$ cat src/rtl/dfq_pkg.sv
// ============================================================================
// dfq_pkg - shared types and codes for the dedup FIFO queue
// Payload types, operation kinds, result status codes and the result struct.
// ============================================================================
`default_nettype none

package dfq_pkg;

    localparam int VALUE_W  = 32;
    localparam int STATUS_W = 3;

    typedef logic signed [VALUE_W-1:0] value_t;
    typedef logic [STATUS_W-1:0]       status_t;

    localparam logic KIND_ENQ = 1'b0;

    localparam status_t ST_ENQUEUED  = 3'd0;
    localparam status_t ST_DUPLICATE = 3'd1;
    localparam status_t ST_FULL      = 3'd2;
    localparam status_t ST_DEQUEUED  = 3'd3;
    localparam status_t ST_EMPTY     = 3'd4;

    typedef struct packed {
        logic    valid;
        status_t status;
        value_t  value;
    } dfq_result_t;

endpackage

`default_nettype wire

$ cat src/rtl/dfq_if.sv
// ============================================================================
// dfq_if - request and response channels
// Valid/ready channels carrying one operation item and one result item.
// ============================================================================
`default_nettype none

interface dfq_req_if
    import dfq_pkg::*;
();
    logic   valid;
    logic   ready;
    logic   kind;
    value_t value_in;

    modport source (output valid, output kind, output value_in, input ready);
    modport sink   (input valid, input kind, input value_in, output ready);
endinterface


`default_nettype wire

$ cat src/rtl/dfq_ctrl.sv
// ============================================================================
// dfq_ctrl - queue sequencer
// Holds pointers and occupancy, scans held entries through the single
// comparator one per cycle, and issues appends and removals.
// ============================================================================
`default_nettype none

module dfq_ctrl
    import dfq_pkg::*;
#(
    parameter int DEPTH = 512,
    parameter int PTR_W = $clog2(DEPTH),
    parameter int CNT_W = $clog2(DEPTH + 1)
)
(
    input  wire logic             clk,
    input  wire logic             rst_n,
    dfq_req_if.sink               req,
    input  wire logic             rsp_free,
    output dfq_result_t           res,
    output logic                  wr_en,
    output logic [PTR_W-1:0]      wr_addr,
    output value_t                wr_data,
    output logic                  rd_en,
    output logic [PTR_W-1:0]      rd_addr,
    input  wire value_t           rd_data
);

    localparam logic [1:0] S_IDLE = 2'd0;
    localparam logic [1:0] S_SCAN = 2'd1;
    localparam logic [1:0] S_DEQ  = 2'd2;
    localparam logic [1:0] S_RESP = 2'd3;

    localparam logic [PTR_W-1:0] PTR_LAST = PTR_W'(DEPTH - 1);
    localparam logic [CNT_W-1:0] CNT_FULL = CNT_W'(DEPTH);

    logic [1:0]       state_reg, state_next;
    logic [PTR_W-1:0] head_reg, head_next;
    logic [PTR_W-1:0] tail_reg, tail_next;
    logic [CNT_W-1:0] occ_reg, occ_next;
    logic [PTR_W-1:0] scan_ptr_reg, scan_ptr_next;
    logic [CNT_W-1:0] issue_cnt_reg, issue_cnt_next;
    logic             pend_reg, pend_next;
    value_t           value_reg, value_next;
    status_t          status_reg, status_next;
    value_t           res_value_reg, res_value_next;

    logic             issuing;
    logic             hit;

    function automatic logic [PTR_W-1:0] ptr_inc(input logic [PTR_W-1:0] p);
        return (p == PTR_LAST) ? '0 : p + PTR_W'(1);
    endfunction

    assign issuing = (issue_cnt_reg != occ_reg);
    assign hit     = pend_reg && (rd_data == value_reg);

    assign req.ready = (state_reg == S_IDLE);

    always_comb
    begin
        state_next     = state_reg;
        head_next      = head_reg;
        tail_next      = tail_reg;
        occ_next       = occ_reg;
        scan_ptr_next  = scan_ptr_reg;
        issue_cnt_next = issue_cnt_reg;
        pend_next      = 1'b0;
        value_next     = value_reg;
        status_next    = status_reg;
        res_value_next = res_value_reg;
        wr_en          = 1'b0;
        wr_addr        = tail_reg;
        wr_data        = value_reg;
        rd_en          = 1'b0;
        rd_addr        = scan_ptr_reg;
        res.valid      = 1'b0;
        res.status     = status_reg;
        res.value      = res_value_reg;

        case (state_reg)
            S_IDLE:
            begin
                if (req.valid)
                begin
                    value_next = req.value_in;
                    if (req.kind == KIND_ENQ)
                    begin
                        if (occ_reg == CNT_FULL)
                        begin
                            status_next    = ST_FULL;
                            res_value_next = '0;
                            state_next     = S_RESP;
                        end
                        else if (occ_reg == '0)
                        begin
                            wr_en          = 1'b1;
                            wr_data        = req.value_in;
                            tail_next      = ptr_inc(tail_reg);
                            occ_next       = occ_reg + CNT_W'(1);
                            status_next    = ST_ENQUEUED;
                            res_value_next = req.value_in;
                            state_next     = S_RESP;
                        end
                        else
                        begin
                            scan_ptr_next  = head_reg;
                            issue_cnt_next = '0;
                            state_next     = S_SCAN;
                        end
                    end
                    else
                    begin
                        if (occ_reg == '0)
                        begin
                            status_next    = ST_EMPTY;
                            res_value_next = '0;
                            state_next     = S_RESP;
                        end
                        else
                        begin
                            rd_en      = 1'b1;
                            rd_addr    = head_reg;
                            state_next = S_DEQ;
                        end
                    end
                end
            end

            S_SCAN:
            begin
                if (issuing)
                begin
                    rd_en          = 1'b1;
                    scan_ptr_next  = ptr_inc(scan_ptr_reg);
                    issue_cnt_next = issue_cnt_reg + CNT_W'(1);
                end
                pend_next = issuing;
                if (hit)
                begin
                    pend_next      = 1'b0;
                    status_next    = ST_DUPLICATE;
                    res_value_next = value_reg;
                    state_next     = S_RESP;
                end
                else if (!issuing)
                begin
                    wr_en          = 1'b1;
                    tail_next      = ptr_inc(tail_reg);
                    occ_next       = occ_reg + CNT_W'(1);
                    status_next    = ST_ENQUEUED;
                    res_value_next = value_reg;
                    state_next     = S_RESP;
                end
            end

            S_DEQ:
            begin
                head_next      = ptr_inc(head_reg);
                occ_next       = occ_reg - CNT_W'(1);
                status_next    = ST_DEQUEUED;
                res_value_next = rd_data;
                state_next     = S_RESP;
            end

            S_RESP:
            begin
                res.valid = rsp_free;
                if (rsp_free)
                begin
                    state_next = S_IDLE;
                end
            end

            default:
            begin
                state_next = S_IDLE;
            end
        endcase
    end

    always_ff @(posedge clk or negedge rst_n)
    begin
        if (!rst_n)
        begin
            state_reg     <= S_IDLE;
            head_reg      <= '0;
            tail_reg      <= '0;
            occ_reg       <= '0;
            scan_ptr_reg  <= '0;
            issue_cnt_reg <= '0;
            pend_reg      <= 1'b0;
        end
        else
        begin
            state_reg     <= state_next;
            head_reg      <= head_next;
            tail_reg      <= tail_next;
            occ_reg       <= occ_next;
            scan_ptr_reg  <= scan_ptr_next;
            issue_cnt_reg <= issue_cnt_next;
            pend_reg      <= pend_next;
        end
    end

    always_ff @(posedge clk)
    begin
        value_reg     <= value_next;
        status_reg    <= status_next;
        res_value_reg <= res_value_next;
    end

    // head + occupancy must land on tail, modulo DEPTH
    logic [CNT_W:0] wrap_sum;
    logic [CNT_W:0] tail_expect;

    assign wrap_sum    = (CNT_W+1)'(head_reg) + (CNT_W+1)'(occ_reg);
    assign tail_expect = (wrap_sum >= (CNT_W+1)'(DEPTH)) ?
                         wrap_sum - (CNT_W+1)'(DEPTH) : wrap_sum;

    a_occ_bound: assert property (@(posedge clk) disable iff (!rst_n)
        occ_reg <= CNT_FULL)
        else $error("occupancy above depth");

    a_ptr_consistent: assert property (@(posedge clk) disable iff (!rst_n)
        tail_reg == PTR_W'(tail_expect))
        else $error("tail does not match head plus occupancy");

    a_no_overwrite: assert property (@(posedge clk) disable iff (!rst_n)
        res.valid |-> rsp_free)
        else $error("result issued while output stage busy");

    a_full_status: assert property (@(posedge clk) disable iff (!rst_n)
        (res.valid && res.status == ST_FULL) |-> occ_reg == CNT_FULL)
        else $error("full status with room left");

    a_scan_bound: assert property (@(posedge clk) disable iff (!rst_n)
        (state_reg == S_SCAN) |-> issue_cnt_reg <= occ_reg)
        else $error("scan ran past occupancy");

endmodule

`default_nettype wire

$ cat src/flat_wrapper.sv
// flat-port wrapper written by rule: the top's interface ports become plain ports
module dfq_ctrl_flat import dfq_pkg::*;
#(
    parameter int DEPTH = 512,
    parameter int PTR_W = $clog2(DEPTH),
    parameter int CNT_W = $clog2(DEPTH + 1)
)
  (clk, rst_n, rsp_free, res, wr_en, wr_addr, wr_data, rd_en, rd_addr, rd_data, req_valid, req_kind, req_value_in, req_ready);
  dfq_req_if req_i ();
  input  wire logic clk;
  input  wire logic rst_n;
  input  wire logic rsp_free;
  output dfq_result_t res;
  output logic wr_en;
  output logic [PTR_W-1:0] wr_addr;
  output value_t wr_data;
  output logic rd_en;
  output logic [PTR_W-1:0] rd_addr;
  input  wire value_t rd_data;
  input wire logic [$bits(req_i.valid)-1:0] req_valid;
  input wire logic [$bits(req_i.kind)-1:0] req_kind;
  input wire logic [$bits(req_i.value_in)-1:0] req_value_in;
  output wire logic [$bits(req_i.ready)-1:0] req_ready;
  assign req_i.valid = req_valid;
  assign req_i.kind = req_kind;
  assign req_i.value_in = req_value_in;
  assign req_ready = req_i.ready;
  dfq_ctrl #(.DEPTH(DEPTH), .PTR_W(PTR_W), .CNT_W(CNT_W)) u_core (.clk(clk), .rst_n(rst_n), .req(req_i), .rsp_free(rsp_free), .res(res), .wr_en(wr_en), .wr_addr(wr_addr), .wr_data(wr_data), .rd_en(rd_en), .rd_addr(rd_addr), .rd_data(rd_data));
endmodule
$ cat config.mk
export PLATFORM = sky130hd
export DESIGN_NAME = dfq_ctrl_flat
export DESIGN_NICKNAME = d
export VERILOG_FILES = /design/src/rtl/dfq_pkg.sv /design/src/rtl/dfq_if.sv /design/src/rtl/dfq_ctrl.sv /design/src/flat_wrapper.sv
export SDC_FILE = /design/constraint.sdc
export NUM_CORES = 1
export LEC_CHECK = 0
export ABC_CLOCK_PERIOD_IN_PS = 4280
export BUFFER_PORTS_ARGS = -buffer_cell sky130_fd_sc_hd__buf_4
export CAP_MARGIN = 10
export CORE_UTILIZATION = 49
export DETAILED_ROUTE_END_ITERATION = 8
export GPL_ROUTABILITY_DRIVEN = 0
export HOLD_SLACK_MARGIN = 0.05
export PLACE_DENSITY = 0.86
export SYNTH_ARGS = -nofsm -noshare
export SYNTH_HDL_FRONTEND = slang
export SYNTH_SLANG_ARGS = --single-unit
$ cat constraint.sdc
create_clock -name clk -period 4.28 [get_ports clk]
set_input_delay 0.428 -clock clk [delete_from_list [all_inputs] [get_ports clk]]
set_output_delay 0.428 -clock clk [all_outputs]
set_load 0.005 [all_outputs]
==> results of run 1 <==
cells in the mapped netlist (4+ instances only):
library cell / count / area, sq um
a21oi_1: 13 / 65.1
a222oi_1: 33 / 330
a31oi_1: 10 / 62.6
o221ai_1: 4 / 35.0
dfrtp_1: 50 / 1250
clkbuf_1: 20 / 75.1
nor3_1: 7 / 35.0
o21ai_0: 31 / 155
mux2_2: 39 / 439
xor2_1: 38 / 333
xnor2_1: 20 / 175
nand4_1: 5 / 31.3
nor4_1: 8 / 50.1
nand3_1: 15 / 75.1
o31ai_1: 17 / 128
edfxtp_1: 67 / 2010
nor2_1: 33 / 124
nand2_1: 33 / 124
inv_1: 51 / 191
a21o_1: 4 / 30.0
ha_1: 21 / 263
nand2b_1: 12 / 75.1
buf_2: 8 / 40.0
and3_1: 18 / 113
mux2_4: 6 / 90.1
and2_1: 5 / 31.3
power breakdown:
part           switching [mW]  leakage, nW  internal (mW)  total, mW
logic                    1.49         2.31           1.26       2.75
registers               0.317         1.28           1.75       2.06
clock network           0.517        0.269          0.849       1.37
critical path, cell delays in order (launching register included):
cell     delay, ns
dfrtp_1       0.45
nor4_4        0.44
nand4_4       0.37
nor2_4        0.60
buf_4         0.31
mux2_2        0.36
buf_4         0.14
worst paths after layout:
| path | from | end | cells after the start |
|---|---|---|---|
| max reg2reg | u_core.value_reg[22]$_DFFE_PP_ | u_core.res_value_reg[14]$_DFFE_PP_ | 7 |
| max | u_core.occ_reg[5]$_DFFE_PN0P_ | wr_data[16] | 6 |
| min in group clk | req_value_in[9] | u_core.value_reg[9]$_DFFE_PP_ | 1 |
| max in group asynchronous | rst_n | u_core.issue_cnt_reg[5]$_DFFE_PN0P_ | 1 |
| min | rst_n | u_core.wr_addr[1]$_DFFE_PN0P_ | 1 |
| min reg2reg | u_core.occ_reg[9]$_DFFE_PN0P_ | u_core.occ_reg[9]$_DFFE_PN0P_ | 1 |
cell families (layout without fill, tap and decap cells):
logic type      count (synthesis)  in the layout  synth area share, %
compound gates                129            129                 14.1
xor+xnor                       58             58                 7.45
fa+ha+maj                      22             22                 4.15
buf+inv                        80            249                 4.66
flops                         117            117                 47.9
mux                            51             51                 8.70
simple gates                  159            159                 13.0
area by class of cell:
class,instances,area (sq um)
Timing Repair Buffer,166,1250
Tap cell,176,220
Clock inverter,14,136
Inverter,51,191
Sequential cell,117,3260
Fill cell,971,4650
Multi-Input combinational cell,419,3260
Clock buffer,18,429
routing by layer:
metal  vias up  wire length [um]  track usage, %
met4         0               529            10.0
met1      2826              7360            33.3
met3        39              1860            7.32
li1       2619                 -               -
met2       342              9180            43.9
met5         -                 0               0
==> results.yml, run 1 <==
sta:
  holdWs_ns: 0.0406
  tightest_slew_ns: 1.15
  grt_setup_unrepaired: "no"
  maxSlewHeadroom_pct: 22.4
  fin_setup_tns_ns: 0
  fin_ws_ns: 0.756
  finalCritPeriodShare_pct: 82.3
  finalHoldViolCount: 0
  skew_ns: 0.00818
  setup_violations: 0
  max_freq_mhz: 284
  slew_viol_final: 0
  fin_crit_ns: 3.52
min_path:
  hp-class: "input port to asynchronous set/reset pin"
worst_setup_path:
  crit_path_end_kind: "output pin"
  rrSetupSlack_ns: 0.95
  cp.required_ns: 3.85
  cp_max_fo: 19
  cp_data_arrival_time_ns: 3.10
  crit_type: "flip-flop to output pin"
  startpoint_type: "flip-flop"
die:
  dieArea_sq_um: 14400
  fp.dieH_um: 120
  io_pins: 158
  initial_core_util_pct: 50.9
  rows: 42
  die_x_um: 120
  core_sq_um: 13400
grt:
  grt_pass1_wl_um: 29500
  grt_usage_pct: 26.7
  antenna_found_initial: 0
  grt_max_degree: 51
  grt.overflow.total: 0
  first_global_vias: 5452
layout:
  diodes: 0
  utilization_pct: 65.3
  final_common_cell: "buf_4"
  layoutNonFillerInstCount: 961
  nNetsFinal: 863
  synthToLayoutAreaGrowth_pct: 28.3
  layout_common_cells: "166 x buf_4, 67 x edfxtp_1, 51 x inv_1, 50 x dfrtp_1, 39 x mux2_2"
  drive_above_1_share_pct: 32.6
  stdcell_area_sq_um: 8750
clocking:
  cts_buffer_depth: 2
  clkTransAtPathRegs_ns: 0.06
  clock_latency_ns: 0.41
  cts_resized: 0
  clock-sinks: 117
  cts_tree: "yes"
  hold_buffers: 0
  cts_setup_buffers: 0
  root_buffer: "clkbuf_16"
  cts_buffers: 17
  htreeDepth: 4
logic_synthesis:
  syn_nets: 707
  ys_warn_count: 0
  synthCells: 616
  synth_edf_count: 67
  synth_area_sq_um: 6820
  synth.ff_latch_count: 117
  synth_cell_types: 55
  synthArstFlopShare_pct: 42.7
  synth-main-ff-cell: "edfxtp_1"
  avgSynthCellArea_sq_um: 11.1
  ys_seq_area_share_pct: 47.9
detailed_routing:
  dr.pass1.iters: 9
  dr.first_iter.drc_count: 605
  postRouteAntennaNets: 0
  avgViaCountPerCell: 6.06
  drc: 3
  wire_per_inst_um: 19.7
  totalWireLength_um: 18900
  route.vias.total: 5826
place:
  dp_cells: 929
  io_buffers: 157
  pre_cts_ws_ns: 0.872
  placed_cell_area_sq_um: 8180
  dp_hpwl_um: 13100
power:
  finalPower_mw: 6.18
  power.static_leakage_nw: 3.86
  p_per_area_nw_per_um2: 706
  vdd_ir_drop_max_mv: 0.485
status:
  violations: "design-rule violations"
  status: "complete, but fails checks"
run:
  cap_violations: 0
(Power assumes the default switching activity.)
==> run 2: changes to the inputs <==
--- a/config.mk
+++ b/config.mk
@@ -5,14 +5,15 @@
 export SDC_FILE = /design/constraint.sdc
 export NUM_CORES = 1
 export LEC_CHECK = 0
-export ABC_CLOCK_PERIOD_IN_PS = 4280
+export ABC_AREA = 1
+export ABC_CLOCK_PERIOD_IN_PS = 3600
 export BUFFER_PORTS_ARGS = -buffer_cell sky130_fd_sc_hd__buf_4
 export CAP_MARGIN = 10
-export CORE_UTILIZATION = 49
+export CORE_UTILIZATION = 56
 export DETAILED_ROUTE_END_ITERATION = 8
 export GPL_ROUTABILITY_DRIVEN = 0
 export HOLD_SLACK_MARGIN = 0.05
-export PLACE_DENSITY = 0.86
+export PLACE_DENSITY = 0.9
 export SYNTH_ARGS = -nofsm -noshare
 export SYNTH_HDL_FRONTEND = slang
 export SYNTH_SLANG_ARGS = --single-unit
==> constraint.sdc (replaced) <==
create_clock -name clk -period 3.6 [get_ports clk]
set_input_delay 0.36 -clock clk [delete_from_list [all_inputs] [get_ports clk]]
set_output_delay 0.36 -clock clk [all_outputs]
set_load 0.005 [all_outputs]
==> results.yml, run 2 <==
detailed_routing:
  route.vias.total: 7693
  totalWireLength_um: 22600
  wire_per_inst_um: 17.1
  dr.first_iter.drc_count: 695
  drc: 0
  postRouteAntennaNets: 0
  avgViaCountPerCell: 5.83
  dr.pass1.iters: 6
logic_synthesis:
  synth-xor-area-share_pct: 3.12
  yosys-top-cells-count: "301 x nand2_1, 132 x inv_1, 67 x edfxtp_1"
  post-synth-top-area-cell: "edfxtp_1"
  yosysMostFrequentCell: "nand2_1"
  yosys.area_share.simple_pct: 25.5
  syn_nets: 1069
  avgSynthCellArea_sq_um: 8.03
  synth.ff_latch_count: 117
  synth_fa_ha_area_share_pct: 3.60
  ys_warn_count: 0
  ys_seq_area_share_pct: 41.6
  synth_area_leaders: "edfxtp_1 26%, dfrtp_1 16%, nand2_1 14%"
  synth_top_family_by_area: "simple AND/OR/NAND/NOR gates"
  synth_edf_count: 67
  synth_compound_area_share_pct: 11.0
  netlist.area_leader.share_pct: 25.6
  synth_cell_types: 45
  synthArstFlopShare_pct: 42.7
  synth-main-ff-cell: "edfxtp_1"
  synth_area_sq_um: 7850
  synthCells: 978
  synthMuxAreaShare_pct: 5.98
clocking:
  cts_buffers: 17
  root_buffer: "clkbuf_16"
  cts_tree: "yes"
  cts_buffer_depth: 2
  htreeDepth: 4
  cts_setup_buffers: 0
  clkTransAtPathRegs_ns: 0.06
  clock_latency_ns: 0.43
  clock-sinks: 117
die:
  rows: 42
  initial_core_util_pct: 58.4
  die_x_um: 120
  core_sq_um: 13500
  dieArea_sq_um: 14500
  io_pins: 158
  fp.dieH_um: 120
sta:
  fin_ws_ns: 0.468
  finalHoldViolCount: 0
  finalCritPeriodShare_pct: 87.0
  maxSlewHeadroom_pct: 46.1
  fin_crit_ns: 3.13
  slew_viol_final: 0
  skew_ns: 0.00986
  max_freq_mhz: 319
  setup_violations: 0
  tightest_slew_ns: 0.807
  fin_setup_tns_ns: 0
  holdWs_ns: 0.134
  grt_setup_unrepaired: "no"
grt:
  grt_pass1_wl_um: 35400
  grt_max_degree: 51
  antenna_found_initial: 0
  grt.overflow.total: 0
  grt_usage_pct: 31.5
  first_global_vias: 7376
worst_setup_path:
  startpoint_type: "flip-flop"
  crit_chain: "nor2_1 -> nand3_2 -> nor2_4 -> nand2_4 -> clkinv_2 -> nand3_4 -> mux2_4 -> buf_4"
  cp.required_ns: 3.24
  path_delay_family: "simple AND/OR/NAND/NOR gates"
  crit_slowest_cell: "nand3_4"
  crit_path_end_kind: "output pin"
  cp_data_arrival_time_ns: 2.77
  crit_type: "flip-flop to output pin"
  cp_num_buf_inv: 2
  slowest_delay_ns: 0.55
  cp_max_fo: 33
place:
  placed_cell_area_sq_um: 9150
  pre_cts_ws_ns: 0.902
  dp_cells: 1286
  dp_hpwl_um: 15700
  io_buffers: 157
power:
  power.static_leakage_nw: 4.87
  finalPower_mw: 8.18
  p_per_area_nw_per_um2: 836
  vdd_ir_drop_max_mv: 0.607
status:
  status: "complete, no violations"
run:
  cap_violations: 0
min_path:
  hp-class: "input port to flip-flop"
layout:
  layout_common_cells: "301 x nand2_1, 165 x buf_4, 132 x inv_1, 67 x edfxtp_1, 55 x nor2_1"
  stdcell_area_sq_um: 9780
  drive_above_1_share_pct: 23.1
  nNetsFinal: 1221
  multi_input_area_sq_um: 3880
  fillers: 986
  diodes: 0
  utilization_pct: 72.7
  synthToLayoutAreaGrowth_pct: 24.5
  layoutNonFillerInstCount: 1319
  seq_area_sq_um: 3260
  final_common_cell: "nand2_1"
-- run 2: cell count changes after synthesis, moves of 23 or more --
cell	change
mux2_2	-36
nand2_1	+268
o22ai_1	+40
a222oi_1	-33
xor2_1	-23
nor2_1	+24
nand4_1	+35
inv_1	+81
mux2_4	+23
-- run 2: report_power, final --
part           internal [mW]  switching [mW]
logic                   1.52            2.40
registers               2.07           0.368
clock network           1.22           0.603
total                   4.80            3.37
-- run 2: cell families after synthesis --
logic type	after synthesis
and+or+nand+nor	463
buffers and inverters	173
AOI/OAI and AO/OA	143
DFF	117
muxes	32
xor gates and xnor gates	28
adders and majority gates	22
-- run 2: worst paths after layout --
path	start	end	slack [ns]	depth (start not counted)
setup reg to reg	u_core.state_reg[0]$_DFFE_PN0P_	u_core.res_value_reg[29]$_DFFE_PP_	0.85	8
max in group asynchronous	rst_n	u_core.head_reg[4]$_DFFE_PN0P_	2.63	2
hold / removal	req_value_in[24]	u_core.value_reg[24]$_DFFE_PP_	0.13	1
min in group asynchronous	rst_n	u_core.wr_addr[5]$_DFFE_PN0P_	0.51	2
setup / recovery	u_core.occ_reg[3]$_DFFE_PN0P_	wr_data[30]	0.47	8
hold reg to reg	u_core.head_reg[5]$_DFFE_PN0P_	u_core.head_reg[5]$_DFFE_PN0P_	0.48	1
-- run 2: per-layer routing --
metal	vias to the layer above	GRT usage, %	share of wire, %
met2	470	52.3	49
met5	-	0	0
met1	3591	38.3	39
li1	3545	-	-
met4	0	16.8	3.7
met3	87	7.08	9.0
-- run 2: timing repair --
item / in CTS / in global routing
hold endpoints to repair: 50 / 0
setup endpoints to repair: 0 / 0
resized for setup: 0 / 0
hold buffers: 1 / 0
-- run 2: cell type report --
class | instances | share of cell area (%)
clock buffers | 21 | 4.50
clock inverters | 11 | 1.86
inverters | 139 | 5.35
multi-input cells | 688 | 39.7
flip-flops and latches | 117 | 33.4
well taps | 176 | 2.25
repair buffers | 167 | 13.0
==> run 3: changes to the inputs <==
--- a/config.mk
+++ b/config.mk
@@ -5,11 +5,12 @@
 export SDC_FILE = /design/constraint.sdc
 export NUM_CORES = 1
 export LEC_CHECK = 0
-export ABC_AREA = 1
 export ABC_CLOCK_PERIOD_IN_PS = 3600
 export BUFFER_PORTS_ARGS = -buffer_cell sky130_fd_sc_hd__buf_4
 export CAP_MARGIN = 10
-export CORE_UTILIZATION = 56
+export CORE_UTILIZATION = 55
+export CTS_CLUSTER_DIAMETER = 100
+export CTS_CLUSTER_SIZE = 28
 export DETAILED_ROUTE_END_ITERATION = 8
 export GPL_ROUTABILITY_DRIVEN = 0
 export HOLD_SLACK_MARGIN = 0.05
==> results.yml, run 3 (same netlist as run 1, synthesis figures left out) <==
status:
  status: "complete, no violations"
grt:
  grt.overflow.total: 0
  grt_pass1_wl_um: 30700
  antenna_found_initial: 0
  first_global_vias: 5986
  grt_usage_pct: 31.4
  grt_max_degree: 51
worst_setup_path:
  path_delay_family: "simple AND/OR/NAND/NOR gates"
  cp_num_buf_inv: 2
  crit_chain: "nor4_4 -> nand4_4 -> nor2_4 -> buf_4 -> mux2_2 -> buf_4"
  r2r-start: "u_core.value_reg[30]$_DFFE_PP_"
  regToRegEndpoint: "u_core.occ_reg[6]$_DFFE_PN0P_"
  rrSetupSlack_ns: 0.41
  cp.required_ns: 3.24
  r2r_cells: 6
  slowest_delay_ns: 0.46
  cp_data_arrival_time_ns: 2.92
  startpoint_type: "flip-flop"
  crit_path_end_kind: "output pin"
  cpMostUsedCell: "buf_4"
  crit_slowest_cell: "nor4_4"
  crit_type: "flip-flop to output pin"
  cp_max_fo: 33
layout:
  layout_common_cells: "169 x buf_4, 67 x edfxtp_1, 51 x inv_1, 50 x dfrtp_1, 39 x mux2_2"
  nNetsFinal: 867
  diodes: 0
  multi_input_area_sq_um: 3260
  seq_area_sq_um: 3260
  final_common_cell: "buf_4"
  synthToLayoutAreaGrowth_pct: 28.7
  utilization_pct: 72.7
  drive_above_1_share_pct: 32.5
  fillers: 720
sta:
  slew_viol_final: 0
  finalHoldViolCount: 0
  tightest_slew_ns: 0.789
  fin_crit_ns: 3.28
  skew_ns: 0.00917
  finalCritPeriodShare_pct: 91.1
  max_freq_mhz: 305
  maxSlewHeadroom_pct: 46.9
  setup_violations: 0
  grt_setup_unrepaired: "no"
  fin_setup_tns_ns: 0
die:
  rows: 40
  initial_core_util_pct: 56.5
  fp.dieH_um: 113
  dieArea_sq_um: 12800
  core_sq_um: 12100
  io_pins: 158
  die_x_um: 113
power:
  pwr-share-seq_pct: 33.2
  power.static_leakage_nw: 3.89
  p_comb_share_pct: 44.6
  vdd_ir_drop_max_mv: 0.517
  p_sw_mw: 2.81
  p_per_area_nw_per_um2: 853
  switching_share_pct: 37.6
  p_clk_share_pct: 22.1
  internal-power_mw: 4.67
clocking:
  cts_buffers: 17
  hold_buffers: 1
  cts_buffer_depth: 2
  cts_tree: "yes"
  root_buffer: "clkbuf_16"
  cts_resized: 0
  htreeDepth: 4
  clkTransAtPathRegs_ns: 0.05
  clock_latency_ns: 0.42
  cts_setup_buffers: 0
  clock-sinks: 117
min_path:
  whs_endpoint: "u_core.value_reg[16]$_DFFE_PP_"
  holdPathStages: 1
  min_from: "req_value_in[16]"
  hp-class: "input port to flip-flop"
detailed_routing:
  met2_length_um: 10100
  drc: 0
  top_layer_used: "met4"
  route.vias.total: 6020
  totalWireLength_um: 20000
  wire_per_inst_um: 20.9
  avgViaCountPerCell: 6.30
  drt-met1-wl_um: 7260
  postRouteAntennaNets: 0
  wl_met3_um: 1740
  dr.first_iter.drc_count: 990
  dr.pass1.iters: 9
place:
  io_buffers: 157
  dp_hpwl_um: 13700
run:
  cap_violations: 0
## run 3: area by class of cell
| cell class | instances | share of cell area [%] |
|---|---|---|
| inverter | 51 | 2.18 |
| sequential | 117 | 37.2 |
| timing repair buffer | 170 | 14.6 |
| clock inverter | 11 | 1.54 |
| tap | 168 | 2.40 |
| clock buffer | 20 | 4.98 |
| multi-input combinational | 419 | 37.1 |
## run 3: through the flow
step                      cell area, sq um  cells  power (mW)  setup WS, ns  hold WS [ns]
after floorplan                       6820    616        4.51         0.172        0.0644
after global placement                8190    924        5.52         0.581         0.416
after detailed placement              8190    924        5.73         0.445         0.419
after CTS                             8770    956        7.44         0.323         0.123
after global routing                  8770    956        7.84         0.162         0.131
final                                 8770    956        7.49         0.321         0.138
## run 3: how the worst max path moves through the flow
stage | slack, ns | cells past startpoint | from | end
final | 0.32 | 6 | u_core.occ_reg[5]$_DFFE_PN0P_ | wr_data[19]
after global routing | 0.16 | 6 | u_core.occ_reg[5]$_DFFE_PN0P_ | wr_data[23]
after CTS | 0.32 | 6 | u_core.occ_reg[5]$_DFFE_PN0P_ | wr_data[30]
after detailed placement | 0.44 | 8 | rd_data[30] | u_core.res_value_reg[8]$_DFFE_PP_
after global placement | 0.58 | 7 | rd_data[30] | u_core.occ_reg[6]$_DFFE_PN0P_
after floorplan | 0.17 | 6 | u_core.state_reg[0]$_DFFE_PN0P_ | u_core.res_value_reg[0]$_DFFE_PP_
## run 3: per-layer routing
| layer | GRT usage [%] | vias to the layer above |
|---|---|---|
| li1 | - | 2645 |
| met1 | 36.1 | 2891 |
| met2 | 54.8 | 410 |
| met3 | 6.96 | 74 |
| met4 | 16.6 | 0 |
| met5 | 0 | - |
## run 3: power by group through the flow
| stage | clock [mW] | combinational, mW | sequential (mW) |
|---|---|---|---|
| final | 1.66 | 3.34 | 2.49 |
| after global routing | 1.72 | 3.60 | 2.52 |
| after CTS | 1.67 | 3.31 | 2.47 |
| after detailed placement | 0 | 3.24 | 2.48 |
| after global placement | 0 | 3.07 | 2.45 |
| after floorplan | 0 | 2.11 | 2.40 |
